--- src/hdl/krct_pkg.sv ---
// Shared types and constants for the keyed region cache table.
// Operation, status and refusal codes, the controller/datapath interface structs.
// No dependencies.
package krct_pkg;

	localparam int KEY_W   = 64;
	localparam int COST_W  = 24;
	localparam int WORD_W  = 32;
	localparam int SLOT_W  = 6;

	// operation codes carried by kind
	localparam logic [1:0] KIND_STORE = 2'd0;
	localparam logic [1:0] KIND_FIND  = 2'd1;
	localparam logic [1:0] KIND_CLEAR = 2'd2;

	// result status codes
	localparam logic [2:0] ST_OK       = 3'd0;
	localparam logic [2:0] ST_PRESENT  = 3'd1;
	localparam logic [2:0] ST_MISS     = 3'd2;
	localparam logic [2:0] ST_NOCACHE  = 3'd3;
	localparam logic [2:0] ST_BADKEY   = 3'd4;
	localparam logic [2:0] ST_OVERCAP  = 3'd5;
	localparam logic [2:0] ST_FULL     = 3'd6;

	// refusal reason codes
	localparam logic [1:0] REF_NONE    = 2'd0;
	localparam logic [1:0] REF_NOCACHE = 2'd1;
	localparam logic [1:0] REF_BADKEY  = 2'd2;
	localparam logic [1:0] REF_OVERCAP = 2'd3;

	// commands from controller to datapath
	typedef struct packed {
		logic load_item;
		logic scan_step;
		logic commit;
	} krct_cmd_t;

	// status from datapath to controller
	typedef struct packed {
		logic match;
		logic scan_more;
		logic rd_pend;
		logic out_free;
	} krct_sts_t;

	// saturating 32-bit increment
	function automatic logic [WORD_W-1:0] sat_inc(input logic [WORD_W-1:0] v);
		return (v == '1) ? v : v + WORD_W'(1);
	endfunction

endpackage

--- src/hdl/krct_ctrl.sv ---
// Controller state machine for the keyed region cache table.
// Depends on krct_pkg for the command and status structs.
module krct_ctrl (
	input  logic               clk,
	input  logic               arst_n,
	input  logic               in_valid,
	output logic               in_stall,
	input  krct_pkg::krct_sts_t sts,
	output krct_pkg::krct_cmd_t cmd
);
	import krct_pkg::*;

	localparam logic [1:0] S_IDLE   = 2'd0;
	localparam logic [1:0] S_SCAN   = 2'd1;
	localparam logic [1:0] S_FINISH = 2'd2;

	logic [1:0] state_q;
	logic [1:0] state_d;

	assign in_stall = (state_q != S_IDLE);

	// next state and commands
	always_comb begin
		state_d = state_q;
		cmd     = '0;
		unique case (state_q)
			S_IDLE: begin
				if (in_valid) begin
					cmd.load_item = 1'b1;
					state_d       = S_SCAN;
				end
			end
			S_SCAN: begin
				cmd.scan_step = 1'b1;
				if (sts.match || (!sts.scan_more && !sts.rd_pend)) begin
					state_d = S_FINISH;
				end
			end
			S_FINISH: begin
				if (sts.out_free) begin
					cmd.commit = 1'b1;
					state_d    = S_IDLE;
				end
			end
			default: begin
				state_d = S_IDLE;
			end
		endcase
	end

	always_ff @(posedge clk or negedge arst_n) begin
		if (!arst_n) begin
			state_q <= S_IDLE;
		end else begin
			state_q <= state_d;
		end
	end

endmodule

--- config.mk ---
export PLATFORM = sky130hd
export DESIGN_NAME = krct_ctrl
export DESIGN_NICKNAME = d
export VERILOG_FILES = /design/src/hdl/krct_pkg.sv /design/src/hdl/krct_ctrl.sv
export SDC_FILE = /design/constraint.sdc
export NUM_CORES = 1
export LEC_CHECK = 0
export BUFFER_PORTS_ARGS = -buffer_cell sky130_fd_sc_hd__buf_2
export CORE_AREA = 4 4 41 43
export CTS_CLUSTER_DIAMETER = 80
export CTS_CLUSTER_SIZE = 40
export DETAILED_ROUTE_END_ITERATION = 10
export DIE_AREA = 0 0 45 47
export SLEW_MARGIN = 20
export SYNTH_ARGS = -nofsm -noshare
export SYNTH_HDL_FRONTEND = slang
export SYNTH_SLANG_ARGS = --single-unit
--- constraint.sdc ---
create_clock -name clk -period 1.3 [get_ports clk]
set_clock_uncertainty 0.15 [all_clocks]
set_input_delay 0.195 -clock clk [delete_from_list [all_inputs] [get_ports clk]]
set_output_delay 0.195 -clock clk [all_outputs]
set_load 0.05 [all_outputs]
### Word level (Yosys, flattened, before mapping)

Cells that the tools add are included.

| storage, ports and cells | value |
|---|---|
| bits in writable memories | 0 |
| latch bits | 0 |
| memories | 0 |
| bits in read-only memories | 0 |
| word-level logic and storage cells | 22 |
| register bits after elaboration | 2 |

| cells by class | value |
|---|---|
| mux-type cells | 9 |
| multipliers | 0 |
| reductions and logical operators | 7 |
| $lt $le $gt $ge | 0 |
| $add $sub $neg | 0 |
| bitwise gates (word level) | 0 |
| shift operators | 0 |
| div/mod/pow operators | 0 |
| equal/unequal tests | 5 |

Operators by type and width:

| operator | count |
|---|---|
| 2-to-1 mux 2 bit | 3 |
| inequality test 2 bit, second input constant | 3 |
| case mux 2 bit (3 select lines) | 1 |
| 2-to-1 mux 1 bit | 5 |
| AND reduction 3 bit | 1 |
| == test 2 x 1 -> 1 bit, second input constant | 1 |
| == test 2 bit, second input constant | 1 |
| zero test 1 bit | 2 |
| zero test 2 bit | 1 |
| nonzero test 2 bit | 1 |
| logical AND 1 bit | 1 |
| logical OR 1 bit | 1 |

### Longest topological paths before layout

| depth | value |
|---|---|
| word-level depth | 5 |
| gate-level depth with buffers | 3 |
| gate-level depth less buffers | 3 |

### Worst setup path before layout

OpenSTA, ideal clock, no wires.

| path | value |
|---|---|
| kind | reg-to-reg |
| start point | reg state_q[0] |
| end point | reg state_q[0] |
| path slack | -247 ps |
| stages on the path, launching flop included | 3 |
| arrival | 1,319 ps |
| path buffers | 0 |
| setup time | 78 ps |
| cell sequence | dfrtp_1 nor3b_2 o21bai_1 |

| on the way | value |
|---|---|
| word-level cells in the longest chain between the ends | 3 |
| elaborated cells on any way between the ends | 8 |

RTL lines:

| element | line | source |
|---|---|---|
| start, declared | krct_ctrl.sv:17 | `logic [1:0] state_q;` |
| start signal, assigned | krct_ctrl.sv:55 | `state_q <= state_d;` |
| == test 2 x 1 -> 1 bit, or another cell as far along | krct_ctrl.sv:26 | `unique case (state_q)` |
| inequality test 2 bit (no source line) | - |  |
| AND reduction 3 bit (no source line) | - |  |

Several ways; a longest one is shown, not always the timed one.
A chain may end at the register's enable or synchronous reset.

==> metrics.yaml <==
status: "finished, violations left"
failed_checks: "setup timing"
synth_top_area_frac: 0.396
grt_pass1_wl_um: 586
via_per_inst: 3.32
synth_cell_types: 11
grt_pass1_vias: 148
cts_made_buffers: 3
synth_top_family_by_area: "simple AND/OR/NAND/NOR gates"
dieArea_um2: 2120
worst_slack_ns: -0.110
largest_register_ffs: 2
worstSetupPathType: "register to primary output"
drv_slew: 0
min_period_ns: 1.41
final_layout_size_suffix_gt1_frac: 0.769
layout.cells.non_filler: 41
die_h_um: 47
synth_warnings: 0
grt-ovfl-total: 0
vias: 136
arrival_ns: 1.07
finalHoldWorstSlack_ns: 0.133
p_leak_nw: 0.126
nNetsFinal: 35
clock_path_buffers: 2
synthCells: 13
utilization: 0.202
cp-start-kind: "register"
synth_area_um2: 126
synth_xor_area_frac: 0
crit_required_ns: 0.95
clk_pin_slew_ns: 0.03
yosys.area_share.simple: 0.337
endpoint_kind: "primary output"
avgRoutedWirePerCell_um: 8.00
synth.largest_area_cell: "dfrtp_1"
final_common_cell: "buf_2"
fin_tns_setup_ns: -0.325
post_cts_buffers: 0
h-tree-depth: 1
final-hold-violation-count: 0
powerDensity_nw_per_um2: 2880
ant_nets: 0
regMostFlops: "state_q"
portBuffers: 10
reg_top3: "state_q x2"
final_cell_mix: "buf_2, clkbuf_4, buf_6"
drtPass1Iterations: 2
cp_max_fo: 5
place_inst: 37
critPathMaxStageDelay_ns: 0.43
dp_hpwl_um: 279
placed_area_um2: 196
synthMuxAreaShare: 0
rows: 13
drt_iter0_drc: 3
synth-seq-cells: 2
layout_worst_path_cycle_share: 1.08
synthAdderAreaFrac: 0
antenna_found_initial: 0
rsz0062_at_grt: "yes"
final_area_um2: 263
cap_violations: 0
io_pins: 11
drt_wl_total_um: 328
peakVddDrop_mv: 0.604
antenna_cells: 0
root_buffer: "clkbuf_4"
yosys-top-cells-area: "dfrtp_1, o21bai_1, nor3b_2"
syn_nets: 20
grt_max_degree: 6
critPathSlowestCell: "dfrtp_2"
setup_viol: 3
grt_use_total: 0.0434
seq_area_frac_synth: 0.396
clock_sinks: 2
area_growth_pct: 108
core_um2: 1300
slew_headroom: 0.883
crit_chain: "nor3b_4 -> buf_6"
hp-class: "input pin to async pin"
post-route-drc-count: 0
gp_congestion: 0.661
syn_avg_cell_area_um2: 9.72
initial_core_util: 0.0971
tightest_slew_ns: 0.175
cts_tree: "done"
die_x_um: 45
fmax_mhz: 709
clock_latency_ns: 0.22
synth_compound_area_frac: 0.178
[repair_timing]
action / CTS / global route
endpoints found under the hold margin: 2 / 0
pin swaps: 1 / 2
gates resized for setup: 10 / 2
hold buffers: 1 / 0
setup endpoints to repair: 4 / 4
[cells by family after synthesis]
group	after synthesis
simple gates	6
compound gates	3
flops	2
buf+inv	2
[metrics by stage]
| step | power [mW] | setup slack, ns |
|---|---|---|
| after CTS | 0.767 | -0.126 |
| final | 0.755 | -0.110 |
| after floorplan | 0.460 | -0.0530 |
| after detailed placement | 0.521 | 0.0165 |
| after global placement | 0.519 | 0.0198 |
| after global routing | 0.815 | -0.169 |
[report_power, final]
part           leakage [nW]  switching, mW  internal (mW)
combinational        0.0894          0.277          0.193
sequential           0.0229         0.0545         0.0974
clock                0.0138         0.0323          0.102
[Yosys cell counts]
cell type  number
or2_1           1
buf_4           1
nand2_1         1
nor3b_1         1
o21bai_1        2
dfrtp_1         2
inv_2           1
nand2b_2        1
nor3b_2         1
nor2_1          1
a21o_1          1
[per-layer routing]
metal | vias up | track usage | part of all wire
li1 | 70 | - | -
met1 | 62 | 0.0364 | 0.39
met2 | 4 | 0.0650 | 0.52
met3 | 0 | 0.0383 | 0.079
met4 | 0 | 0.0351 | 0
met5 | - | 0 | 0
[cell type report]
type                            instances  area, µm²
Timing Repair Buffer                   11       88.8
Clock buffer                            3       22.5
Fill cell                             153       1040
Multi-Input combinational cell          9       76.3
Sequential cell                         2       52.6
Inverter                                1       3.75
Tap cell                               15       18.8
[final timing paths]
kind	startpoint	endpoint	slack (ns)	cells after the start
worst min register to register	state_q[0]	state_q[0]	0.51	2
worst max register to register	state_q[1]	state_q[0]	0.26	2
worst min-delay path	arst_n	state_q[1]	0.13	2
max in group asynchronous	arst_n	state_q[0]	0.76	2
min in group clk	sts[3]	state_q[0]	0.13	3
worst max-delay path	state_q[1]	cmd[2]	-0.11	2
[worst max-delay path: cells and delay by family (launching register included)]
family / cells / cell delay, ns
flip-flops: 1 / 0.43
AND/OR/NAND/NOR: 1 / 0.23
buffers and inverters: 1 / 0.18
Power figures use the tool's default switching activity.
